[src/design/dgsp_pkg.sv]
// shared types and constants for the dense graph shortest path block
// no dependencies
package dgsp_pkg;
  localparam int NV = 16;
  localparam int VB = 4;
  localparam int WB = 16;
  localparam int DB = 20;
  localparam logic [DB-1:0] DistInf = '1;
  localparam logic [WB-1:0] WeightInf = '1;

  typedef enum logic [0:0] {
    FUNC_LOAD  = 1'b0,
    FUNC_QUERY = 1'b1
  } func_e;

  typedef enum logic [3:0] {
    ST_IDLE,
    ST_INIT_RD,
    ST_INIT_WR,
    ST_SEL_RD,
    ST_SEL,
    ST_MARK,
    ST_RELAX_RD,
    ST_RELAX_WR,
    ST_WALK_RD,
    ST_WALK_DST,
    ST_WALK_OUT
  } state_e;

  // one output item
  typedef struct packed {
    logic [VB-1:0] vertex;
    logic [WB-1:0] edge_cost;
    logic [DB-1:0] total_distance;
    logic          reachable;
    logic          last;
  } res_t;
endpackage

[src/design/dgsp_wmem.sv]
// weight matrix memory, one write and one registered read port
// depends on dgsp_pkg
module dgsp_wmem import dgsp_pkg::*; (
  input  logic            clk_i,
  input  logic            we_i,
  input  logic [2*VB-1:0] waddr_i,
  input  logic [WB-1:0]   wdata_i,
  input  logic [2*VB-1:0] raddr_i,
  output logic [WB-1:0]   rdata_o
);
  logic [WB-1:0] mem [NV*NV];
  always_ff @(posedge clk_i) begin
    if (we_i) mem[waddr_i] <= wdata_i;
    rdata_o <= mem[raddr_i];
  end
endmodule

[config.mk]
export PLATFORM = sky130hd
export DESIGN_NAME = dgsp_wmem
export DESIGN_NICKNAME = d
export VERILOG_FILES = /design/src/design/dgsp_pkg.sv /design/src/design/dgsp_wmem.sv
export SDC_FILE = /design/constraint.sdc
export NUM_CORES = 2
export LEC_CHECK = 0
export BUFFER_PORTS_ARGS = -buffer_cell sky130_fd_sc_hd__buf_2
export CORE_MARGIN = 4
export CORE_UTILIZATION = 40
export CTS_CLUSTER_DIAMETER = 50
export DETAILED_ROUTE_END_ITERATION = 7
export SYNTH_ARGS = -nofsm -noshare
export SYNTH_HDL_FRONTEND = slang
export SYNTH_SLANG_ARGS = --single-unit
export TNS_END_PERCENT = 1
[constraint.sdc]
create_clock -name clk_i -period 5.5 [get_ports clk_i]
set_input_delay 0.55 -clock clk_i [delete_from_list [all_inputs] [get_ports clk_i]]
set_output_delay 0.55 -clock clk_i [all_outputs]
set_load 0.1 [all_outputs]
### Yosys cells after proc, flatten, opt, wreduce, memory -nomap -nowiden

Memories as Yosys holds them, arrays and structs flattened. A register that Yosys moved wholly into a read port is not among the register bits.
Cells that the tools add are included.

| word-level totals | value |
|---|---|
| memories kept | 1 |
| output and inout bits | 16 |
| input bits | 34 |
| logic and storage cells | 3 |
| memory bits (writable) | 4,096 |
| flip-flop bits (word level) | 0 |

| cells by class | value |
|---|---|
| multiplexer cells | 2 |

Memories:

| name | words | width | rd ports | clocked after Yosys merged registers in | write ports | RTL line | source |
|---|---|---|---|---|---|---|---|
| mem | 256 | 16 | 1 | 1 | 1 | dgsp_wmem.sv:11 | `logic [WB-1:0] mem [NV*NV];` |

Operators by type and width:

| kind | count |
|---|---|
| 1-bit 2-to-1 mux | 2 |

### Logic depth before layout (Yosys ltp)

| depth | value |
|---|---|
| depth after elaboration | 2 |
| gate-level depth with buffers | 12 |
| mapped depth without buffers | 6 |

### Worst setup path before layout

No wires, ideal clock.

| timing path | value |
|---|---|
| path kind | input to register |
| start point | input waddr_i[3] |
| end point | memory mem[235][0], enable pin |
| data arrival time | 2.327 ns |
| stages | 6 |
| slack | 2.785 ns |
| cell sequence | clkbuf_1 -> nor2b_1 -> clkbuf_1 -> nand4_1 -> clkbuf_1 -> nor2_1 |

RTL lines:

| element | RTL line | source |
|---|---|---|
| from (decl) | dgsp_wmem.sv:6 | `input logic [2*VB-1:0] waddr_i,` |
| to (decl) | dgsp_wmem.sv:11 |  |

Straight into the memory's write port.

==> metrics.yaml <==
routing:
  drc: 0
  num_vias: 79100
  routedWlPerCell_microns: 32.0
  ant_nets: 0
  dr_wl_met3_microns: 35000
  viasPerCell: 5.89
  wirelength_microns: 430000
  drt-initial-drc-count: 9717
  highest_layer: "met5"
  met1Wirelength_microns: 170000
  first_pass_iters: 6
  met2_length_microns: 209000
power:
  combinationalPowerShare_pct: 5.1
  power_density_nw_per_um2: 366
  power.internal_mw: 51.9
  vdd_drop_max_uv: 265
  switching_share_pct: 21.8
  p_leak_nw: 57.1
  seqPwrFrac_pct: 52.2
  power.switching_mw: 14.5
  power_frac_clock_pct: 42.7
worst_setup_path:
  cp_cell_sequence: "buf_12, buf_12, buf_4, buf_4, mux2i_1, o221ai_1, a21oi_1, nor2_1, nand4_1, nor4_1"
  critical-path-top-delay-family: "buffers and inverters"
  r2r.worst_path.cells: 6
  cp_slowest_stage_delay_ns: 0.57
  cp.required_ns: 6.35
  r2r-end: "rdata_o[13]"
  crit_path_top_delay_cell: "buf_4"
  path_buf_inv: 4
  path_depth: 10
  critical_path_class: "primary input to flip-flop"
  worst_setup_path_end_kind: "flip-flop"
  r2r_slack_ns: 2.45
  r2r-start: "mem[11][13]"
  worstPathArrival_ns: 4.41
  crit_fanout: 56
  cp-start-kind: "primary input"
timing:
  fin_crit_ns: 3.56
  rsz0062_at_grt: "false"
  tightest_slew_ns: 1.44
  fin_crit_sh_pct: 64.8
  slew_violations: 0
  fin_skew_ns: 0.0571
  setup_tns_ns: 0
  fin_hold_ws_ns: 0.0931
  clock.fmax_mhz: 281
  hold_viol: 0
  worst_slack_ns: 1.94
  slew_headroom_pct: 4.28
  setup_viol: 0
yosys:
  seq_area_frac_synth_pct: 77.7
  synth_area_per_cell_sq_um: 21.6
  synth_top_area_cell: "edfxtp_1"
  synth_edf_count: 4096
  ys_types: 52
  synthArstFlopShare_pct: 0
  syn_inst: 7360
  netlist_area_sq_um: 159000
  yosys_register_bits: 4112
  synth-warning-count: 0
  ys.flop_type: "edfxtp_1"
  synth_top_area_share_pct: 77.5
  synthesis.nets: 7394
  ys_top_cells_by_area: "edfxtp_1, mux4_2, mux2i_1"
clock_network:
  numCtsBuffers: 421
  cts_setup_buffers: 0
  htree_levels: 5
  cts_tree: "yes"
  cts_buffer_depth: 4
  cts.sinks: 4112
  path_clk_slew_ns: 0.06
  worstSkewPairLatency_ns: 0.98
  cts_hold_buf: 1
  root_buffer: "clkbuf_16"
  post_cts_resized: 0
worst_hold_path:
  min_from: "wdata_i[14]"
  hold_path_class: "primary input to flip-flop"
  hold_end: "mem[96][14]"
  hold_depth: 1
place:
  dp_slack_ns: 0.878
  dp_hpwl_microns: 254000
  numPortBuffers: 49
  gp_congestion: 0.851
global_route:
  grt_overflow: 0
  track_usage_pct: 20.8
  grt_pass1_vias: 78700
  antenna_found_initial: 29
  grt_pass1_wl_microns: 608000
  grt_max_degree: 179
die:
  core_area_sq_um: 396000
  row_count: 231
  fp.dieW_microns: 638
  die_area_sq_um: 407000
  die-height_microns: 638
  pin_count: 50
  start_util_pct: 40.1
cells_and_area:
  area_delta_synth_final_pct: 14.2
  final_nets: 7853
  postLayoutCoreUtil_pct: 45.8
  nFillCells: 32400
  layout-drive-gt1-share_pct: 25.9
job:
  drv_cap: 0
outcome:
  status: "finished clean"
## power groups by stage
stage / clock network [mW] / registers [mW] / logic [mW]
final: 28.4 / 34.6 / 3.39
after floorplan: 0 / 35.4 / 1.70
after detailed placement: 0 / 35.3 / 3.41
after CTS: 28.8 / 34.6 / 3.42
after global routing: 30.2 / 34.6 / 3.54
after global placement: 0 / 35.3 / 3.36
## cell usage after synthesis (16+ instances only)
master	number
a211oi_1	18
a21oi_1	175
a221oi_1	28
a22o_1	32
a22oi_1	43
buf_1	27
buf_2	76
buf_4	26
buf_6	77
clkbuf_1	230
dfxtp_1	16
edfxtp_1	4096
mux2_2	88
mux2i_1	565
mux4_2	797
nand2_1	38
nand3_1	35
nand4_1	26
nor2_1	304
nor3_1	92
nor4_1	17
o21ai_0	37
o221ai_1	252
o22ai_1	148
o31ai_1	16
o32ai_1	20
## worst reg2reg max path, stage by stage (launching register included)
cell and delay [ns]:
edfxtp_1 0.38, mux4_2 0.48, mux2_2 0.29, a22oi_1 0.32, nand2_1 0.19, o32ai_1 1.01
nor4_1 0.20
## logic make-up after synthesis
| kind of cell | count (synthesis) | synth area share [%] |
|---|---|---|
| DFF | 4112 | 77.7 |
| AOI/OAI and AO/OA | 786 | 3.54 |
| and+or+nand+nor | 556 | 1.57 |
| muxes | 1450 | 15.5 |
| buffers and inverters | 456 | 1.69 |
## worst max path at each step
| stage | startpoint | to | slack, ns |
|---|---|---|---|
| 4_1_cts | raddr_i[0] | rdata_o[7] | 1.92 |
| 3_3_place_gp | raddr_i[0] | rdata_o[12] | 0.77 |
| 3_5_place_dp | raddr_i[0] | rdata_o[7] | 0.88 |
| 5_1_grt | raddr_i[0] | rdata_o[7] | 1.75 |
| 6_report | raddr_i[0] | rdata_o[7] | 1.94 |
| 2_1_floorplan | waddr_i[3] | mem[235][0] | 2.79 |
## cell type report
cell class | instances | area (sq um) | area share [%]
Clock inverter | 285 | 2850 | 1.57
Multi-Input combinational cell | 2792 | 33000 | 18.2
Inverter | 4 | 27.5 | 0.0152
Sequential cell | 4112 | 123000 | 68.0
Timing Repair Buffer | 488 | 4410 | 2.43
Antenna cell | 17 | 42.5 | 0.0235
Tap cell | 5242 | 6560 | 3.62
Clock buffer | 500 | 11000 | 6.06
## state kept, by name, summed over array words and instances (netlist names)
signal   count
mem       4096
rdata_o     16
## metal layers
metal | GRT usage (%) | up-vias
met5 | 0 | -
met4 | 7.10 | 10
met3 | 3.65 | 679
met2 | 33.6 | 3769
met1 | 28.5 | 42400
li1 | - | 32200
## per-stage QoR
stage / area, sq um / instances / total power [mW]
after global placement: 167000 / 12600 / 38.7
after floorplan: 159000 / 7360 / 37.1
after global routing: 181000 / 13400 / 68.3
final: 181000 / 13400 / 66.4
after CTS: 181000 / 13400 / 66.9
after detailed placement: 167000 / 12600 / 38.7
## cell usage in the layout (no fill, tap or decap), types with 88 or more instances in the layout
master,netlist,layout
mux2i_1,565,565
mux4_2,797,797
o221ai_1,252,252
nor2_1,304,221
buf_4,26,386
mux2_2,88,88
a21oi_1,175,175
clkbuf_16,0,426
edfxtp_1,4096,4096
o22ai_1,148,148
nor3_1,92,88
(Power assumes the default switching activity.)
