`src/design/dgsp_pkg.sv`:
```
// shared types and constants for the dense graph shortest path block
// no dependencies
package dgsp_pkg;
  localparam int NV = 16;
  localparam int VB = 4;
  localparam int WB = 16;
  localparam int DB = 20;
  localparam logic [DB-1:0] DistInf = '1;
  localparam logic [WB-1:0] WeightInf = '1;

  typedef enum logic [0:0] {
    FUNC_LOAD  = 1'b0,
    FUNC_QUERY = 1'b1
  } func_e;

  typedef enum logic [3:0] {
    ST_IDLE,
    ST_INIT_RD,
    ST_INIT_WR,
    ST_SEL_RD,
    ST_SEL,
    ST_MARK,
    ST_RELAX_RD,
    ST_RELAX_WR,
    ST_WALK_RD,
    ST_WALK_DST,
    ST_WALK_OUT
  } state_e;

  // one output item
  typedef struct packed {
    logic [VB-1:0] vertex;
    logic [WB-1:0] edge_cost;
    logic [DB-1:0] total_distance;
    logic          reachable;
    logic          last;
  } res_t;
endpackage

```
`src/design/dgsp_vmem.sv`:
```
// per-vertex state memory: distance, predecessor, entry cost, visited
// depends on dgsp_pkg
module dgsp_vmem import dgsp_pkg::*; (
  input  logic                    clk_i,
  input  logic                    we_i,
  input  logic [VB-1:0]           waddr_i,
  input  logic [DB+VB+WB:0]       wdata_i,
  input  logic [VB-1:0]           raddr_i,
  output logic [DB+VB+WB:0]       rdata_o
);
  logic [DB+VB+WB:0] mem [NV];
  always_ff @(posedge clk_i) begin
    if (we_i) mem[waddr_i] <= wdata_i;
    rdata_o <= mem[raddr_i];
  end
endmodule

```
`config.mk`:
```
export PLATFORM = sky130hd
export DESIGN_NAME = dgsp_vmem
export DESIGN_NICKNAME = d
export VERILOG_FILES = /design/src/design/dgsp_pkg.sv /design/src/design/dgsp_vmem.sv
export SDC_FILE = /design/constraint.sdc
export NUM_CORES = 1
export LEC_CHECK = 0
export ABC_CLOCK_PERIOD_IN_PS = 4200
export BUFFER_PORTS_ARGS = -buffer_cell sky130_fd_sc_hd__buf_4
export CORE_ASPECT_RATIO = 0.9
export CORE_MARGIN = 2
export CORE_UTILIZATION = 50
export CTS_CLUSTER_DIAMETER = 60
export DETAILED_ROUTE_END_ITERATION = 6
export PLACE_DENSITY_LB_ADDON = 0.15
export SLEW_MARGIN = 5
export SYNTH_ARGS = -nofsm -noshare
export SYNTH_HDL_FRONTEND = slang
export SYNTH_SLANG_ARGS = --single-unit
```
`constraint.sdc`:
```
create_clock -name clk_i -period 4.2 [get_ports clk_i]
set_input_delay 0 -clock clk_i [delete_from_list [all_inputs] [get_ports clk_i]]
set_output_delay 0 -clock clk_i [all_outputs]
set_load 0.02 [all_outputs]
```
# Word level (Yosys, flattened, before mapping)
# Memory sizes are Yosys's and may differ from the RTL's. A register that Yosys moved wholly into a read port is not among the register bits.
# Index checks and enable logic that the tools add are counted.
word_totals:
  mem_count: 1
  inputBits: 51
  reg_bits: 0
  output_inout_bits: 41
  ram_bits: 656
mem_list:
  columns: ["memory", "words", "word_bits", "rd", "rd_ports_with_merged_regs", "wr", "line", "source"]
  rows:
  - ["mem", 16, 41, 1, 1, 1, "dgsp_vmem.sv:11", "logic [DB+VB+WB:0] mem [NV];"]
op_classes:
  mux: 2
op_table:
  columns: ["op", "n"]
  rows:
  - ["1-bit two-way mux", 2]

# Longest topological paths before layout
# Gate-level depths: netlist of run 1.
logic_depth:
  word_depth: 2
  ltp_mapped: 5
  ltp_nobuf: 3

# Worst setup path after synthesis of run 1
# Ideal clock, no wire load.
synth_timing:
  path_type: "input port to flip-flop"
  start: "in waddr_i[2]"
  end: "mem mem[0][0] in the netlist's numbering (enable)"
  setup_ns: 0.491
  required_ns: 3.709
  stages: 2
  path_slack_ns: 0.388
  arrival_time_ns: 3.322
  cell_sequence: "or3b_2 -> nor3_1"
synth_lines:
  columns: ["item", "line", "source"]
  rows:
  - ["from (decl)", "dgsp_vmem.sv:6", "input logic [VB-1:0] waddr_i,"]
  - ["to (decl)", "dgsp_vmem.sv:11", null]
# Straight into the memory's write port.

# Worst setup path in the final report of run 1
layout_timing:
  start: "in waddr_i[2]"
  end: "mem mem[3][17] in the netlist's numbering (enable)"
# Straight into the memory's write port.

==> impl_metrics.env, run 1 <==
export IMPL_cts_buffers_inserted=70
export IMPL_maxSlewViolCount=0
export IMPL_required_ps=4490
export IMPL_cpMostUsedCell="buf_4"
export IMPL_cellPowerDensity_nw_per_um2=499
export IMPL_setup_viol=0
export IMPL_crit_slowest_cell="nor2_4"
export IMPL_ys_flop_type="edfxtp_1"
export IMPL_worst_pin_slew_ps=1120
export IMPL_fin_crit_sh=0.398
export IMPL_seq_power_share=0.526
export IMPL_startpoint_type="primary input"
export IMPL_wire_per_inst_um=26.4
export IMPL_p_int_w=0.0119
export IMPL_finalClockSkew_ps=17.4
export IMPL_yosysWarnings=0
export IMPL_core_um2=50300
export IMPL_wirelength_mm=52.2
export IMPL_hold_ws_ps=28.2
export IMPL_htreeDepth=3
export IMPL_post_route_cells_drive_above_1_share=0.316
export IMPL_synth_edf_count=656
export IMPL_clockBufferDepth=3
export IMPL_ctsResizeCount=0
export IMPL_hpwl_mm=28.5
export IMPL_finalCriticalPeriod_ps=1670
export IMPL_cp_slowest_stage_delay_ps=850
export IMPL_critical_path_cell_chain="buf_4 -> or3b_2 -> nor2_4 -> buf_4"
export IMPL_leakage_nw=9.64
export IMPL_p_clk_frac=0.421
export IMPL_tritoncts="done"
export IMPL_drt_pass1_iterations=5
export IMPL_maxSlewHeadroom=0.255
export IMPL_grt_ovfl_total=0
export IMPL_die_area_um2=52600
export IMPL_grt_pass1_wl_mm=78.4
export IMPL_ys_seq_area_frac=0.809
export IMPL_switching_share=0.204
export IMPL_num_rows=78
export IMPL_final_setup_tns_ps=0
export IMPL_drc_errors=0
export IMPL_syn_avg_cell_area_um2=23.8
export IMPL_synth_cells=1066
export IMPL_vias=11400
export IMPL_vdd_drop_max_v=0.000463
export IMPL_min_path_type="in2reg"
export IMPL_synthTopCellsByCount="656 x edfxtp_1, 164 x mux4_2, 82 x a22oi_1"
export IMPL_die_y_um=218
export IMPL_worstSetupEndpointType="flop"
export IMPL_ios=92
export IMPL_initial_core_util=0.505
export IMPL_cp_max_fo=29
export IMPL_ant_nets=0
export IMPL_rsz0062_at_grt="false"
export IMPL_final_nets=1295
export IMPL_first_iter_violations=966
export IMPL_yosysMostFrequentCell="edfxtp_1"
export IMPL_r2r_setup_slack_ps=2590
export IMPL_antenna_found_initial=1
export IMPL_cp_arrival_ps=1960
export IMPL_gr_usage_all_layers=0.208
export IMPL_cts_setup_buffers=0
export IMPL_n_fill_cell=3568
export IMPL_async_flop_share=0
export IMPL_clkTransAtPathRegs_ps=60
export IMPL_gp_congestion=0.726
export IMPL_root_buffer="clkbuf_16"
export IMPL_p_switching_w=0.00304
export IMPL_grt_pass1_vias=12100
export IMPL_synth_seq_cells=697
export IMPL_hold_viol=0
export IMPL_drv_cap=0
export IMPL_crit_type="in2reg"
export IMPL_ys_types=17
export IMPL_status="complete, no violations"
export IMPL_yosysTopAreaCellShare=0.776
export IMPL_die_w_um=241
export IMPL_syn_nets=1117
export IMPL_cts_sinks=697
export IMPL_fmax_mhz=598
export IMPL_synth_area_leader_cell="edfxtp_1"
export IMPL_io_buffers=91
export IMPL_via_per_inst=5.73
export IMPL_diodes=0
export IMPL_synthTopCellsByArea="edfxtp_1 78%, mux4_2 15%, dfxtp_1 3.2%, a22oi_1 2.4%, nand2_1 0.62%"
export IMPL_combinationalPowerShare=0.053
export IMPL_post_cts_hold_buffer_count=41
export IMPL_clkLatencyLatePin_ps=600
export IMPL_synth_area_um2=25400
export IMPL_grt_start_max_net_pins=100
export IMPL_area_delta_synth_final_pct=17.5
[cell type report]
class                   instances  area [um^2]  area share
clock buffers                 106         2110      0.0708
well taps                     680          851      0.0285
clock inverters                24          246     0.00827
repair buffers                161         1360      0.0456
multi-input cells             314         4730       0.159
flip-flops and latches        697        20500       0.688
[power by group through the flow]
| stage | Sequential [W] | Clock, W | Combinational (W) |
|---|---|---|---|
| finish | 0.00783 | 0.00627 | 0.000793 |
| global route | 0.00784 | 0.00669 | 0.000855 |
| CTS | 0.00783 | 0.00641 | 0.000812 |
| detailed placement | 0.00798 | 0 | 0.000780 |
| global placement | 0.00797 | 0 | 0.000772 |
| floorplan | 0.00802 | 0 | 0.000368 |
[worst max-delay path: cells and delay by family]
family                 cells  cell delay (ps)
AND/OR/NAND/NOR            2             1440
buffers and inverters      2              510
[cells in the final DEF (no fill, tap or decap), types with 3 or more instances in the layout]
| cell type | n |
|---|---|
| edfxtp_1 | 656 |
| mux4_2 | 164 |
| buf_4 | 115 |
| a22oi_1 | 82 |
| clkbuf_16 | 74 |
| nand2_1 | 42 |
| dlygate4sd3_1 | 41 |
| dfxtp_1 | 41 |
| clkbuf_1 | 18 |
| clkbuf_8 | 14 |
| nor2_4 | 13 |
| clkinv_2 | 10 |
| clkinv_1 | 5 |
| nor3_2 | 4 |
| bufinv_16 | 4 |
| buf_12 | 3 |
[per-layer routing]
metal | routed length (um) | share of wire | up-vias | track usage
met3 | 2410 | 0.046 | 74 | 0.0390
met5 | 0 | 0 | - | 0
met4 | 1060 | 0.020 | 0 | 0.0541
met2 | 26700 | 0.51 | 278 | 0.346
met1 | 22100 | 0.42 | 6103 | 0.285
li1 | - | - | 4911 | -
[registers in the layout, summed over array words and instances, names as in the netlist]
name	count
rdata_o	41
mem	656
[metrics by stage]
step           setup slack, ps  std cells  utilization  area [um^2]  power (W)
5_1_grt                   2450       1982        0.593        29800     0.0154
2_1_floorplan              388       1066            -        25400    0.00839
3_3_place_gp              1930       1811        0.538        27000    0.00874
3_5_place_dp              1890       1811        0.538        27000    0.00876
6_report                  2530       1982        0.593        29800     0.0149
4_1_cts                   2530       1982        0.593        29800     0.0151
[kinds of logic after synthesis]
kind of cell,after synthesis,synth area share
AO/OA/AOI/OAI,82,0.0243
buffers and inverters,55,0.0103
flip-flops,697,0.809
multiplexers,164,0.146
AND/OR/NAND/NOR,68,0.0113
[worst paths after layout]
kind,start,cells after the start,endpoint
setup / recovery,waddr_i[2],4,mem[3][17]
hold / removal,raddr_i[2],4,rdata_o[37]
setup reg to reg,mem[8][20],3,rdata_o[20]
hold reg to reg,mem[4][3],3,rdata_o[3]
(Power assumes the default switching activity.)
==> run 2, diff against run 1 <==
- ABC_CLOCK_PERIOD_IN_PS: 4200 -> 1700
- clock period: 4.2 -> 1.7 ns (I/O delays scaled with it)
==> run 2 against run 1 <==
Final area increased by 1.8%; clock skew increased by 0.90 ps; wire length increased by 5.9%; flip-flop and latch count is the same; worst setup slack worse by 2300 ps; power is 140% higher; non-clock buffer count rose by 41; critical path depth is the same; critical path type unchanged; largest cell class unchanged; largest power group unchanged.
==> impl_metrics.env, run 2 (synthesis results as in run 1) <==
export IMPL_drt_pass1_iterations=5
export IMPL_setup_viol=0
export IMPL_hpwl_mm=28.6
export IMPL_gp_congestion=0.711
export IMPL_cpMostUsedCell="dlygate4sd3_1"
export IMPL_utilization=0.604
export IMPL_first_iter_violations=1010
export IMPL_ctsResizeCount=0
export IMPL_power_w=0.0355
export IMPL_die_w_um=241
export IMPL_cp_arrival_ps=1790
export IMPL_dpl_cell_area_um2=27800
export IMPL_grt_start_max_net_pins=42
export IMPL_cellPowerDensity_nw_per_um2=1170
export IMPL_grt_pass1_wl_mm=81.4
export IMPL_worstSetupEndpointType="flop"
export IMPL_drv_cap=0
export IMPL_ios=92
export IMPL_fin_crit_sh=0.877
export IMPL_maxSlewViolCount=0
export IMPL_final_nets=1336
export IMPL_finalClockSkew_ps=18.3
export IMPL_reg_top3="mem x656, rdata_o x41"
export IMPL_num_rows=78
export IMPL_hold_ws_ps=48.2
export IMPL_vdd_drop_max_v=0.000876
export IMPL_clkLatencyLatePin_ps=590
export IMPL_vias=11800
export IMPL_antenna_found_initial=2
export IMPL_drc_errors=0
export IMPL_design_area_um2=30300
export IMPL_ant_nets=0
export IMPL_crit_slowest_cell="dlygate4sd3_1"
export IMPL_crit_type="in2reg"
export IMPL_gr_usage_all_layers=0.219
export IMPL_required_ps=2000
export IMPL_cts_sinks=697
export IMPL_clockBufferDepth=3
export IMPL_initial_core_util=0.505
export IMPL_root_buffer="clkbuf_16"
export IMPL_via_per_inst=5.88
export IMPL_wire_per_inst_um=27.5
export IMPL_die_y_um=218
export IMPL_core_um2=50300
export IMPL_layout_commonest_cell="edfxtp_1"
export IMPL_final_setup_tns_ps=0
export IMPL_critical_path_cell_chain="dlygate4sd3_1 -> buf_4 -> nor3_4 -> dlygate4sd3_1"
export IMPL_grt_pass1_vias=12100
export IMPL_fmax_mhz=671
export IMPL_cp_slowest_stage_delay_ps=640
export IMPL_worst_pin_slew_ps=432
export IMPL_startpoint_type="primary input"
export IMPL_wirelength_mm=55.3
export IMPL_top_register="mem"
export IMPL_status="complete, no violations"
export IMPL_io_buffers=91
export IMPL_area_delta_synth_final_pct=19.6
export IMPL_hold_viol=0
export IMPL_cp_max_fo=7
export IMPL_final_cell_mix="656 x edfxtp_1, 164 x mux4_2, 114 x buf_4"
export IMPL_finalCriticalPeriod_ps=1490
export IMPL_htreeDepth=3
export IMPL_diodes=0
export IMPL_grt_ovfl_total=0
export IMPL_post_route_cells_drive_above_1_share=0.325
export IMPL_leakage_nw=9.85
export IMPL_tritoncts="done"
export IMPL_largest_register_ffs=656
export IMPL_clkTransAtPathRegs_ps=60
export IMPL_cts_buffers_inserted=70
export IMPL_rsz0062_at_grt="false"
export IMPL_cts_setup_buffers=0
export IMPL_maxSlewHeadroom=0.712
export IMPL_die_area_um2=52600
export IMPL_min_path_type="in2reg"
==> run 2: report_power, final <==
group	total, W	switching [W]	internal [W]
Combinational	0.00208	0.00113	0.000946
Sequential	0.0193	0.000134	0.0192
Clock	0.0141	0.00616	0.00796
Total	0.0355	0.00742	0.0281
==> run 2: cell type report <==
cell class                 instances  area, um^2
sequential                       697       20500
tap                              680         851
clock buffer                      88        1880
timing repair buffer             202        2140
clock inverter                    34         190
multi-input combinational        314        4760
fill                            3481       19900
==> run 2: final timing paths <==
kind / from / end / slack [ps] / cells after the start
max: waddr_i[1] / mem[4][16] / 210 / 4
min: raddr_i[2] / rdata_o[29] / 50 / 4
max reg2reg: mem[0][27] / rdata_o[27] / 340 / 3
min reg2reg: mem[14][19] / rdata_o[19] / 660 / 3
==> run 2: critical path: cells and delay by family <==
family | cells | cell delay, ps
buf+inv | 3 | 1380
simple gates | 1 | 410
==> run 2: routing by layer <==
metal | vias to the layer above | track usage | routed length, um
met4 | 4 | 0.0514 | 863
met2 | 399 | 0.337 | 26500
met1 | 6380 | 0.330 | 24500
li1 | 4988 | - | -
met5 | - | 0 | 21
met3 | 70 | 0.0410 | 3430
==> run 2: per-stage QoR <==
step	setup slack (ps)	cells
after floorplan	-226	1066
after global placement	165	1847
after detailed placement	179	1847
after CTS	208	2015
after global routing	176	2015
final	210	2015
==> run 2: repair_timing <==
item,CTS,global route
endpoints found under the setup margin,0,0
hold endpoints to repair,682,0
hold buffers,46,0
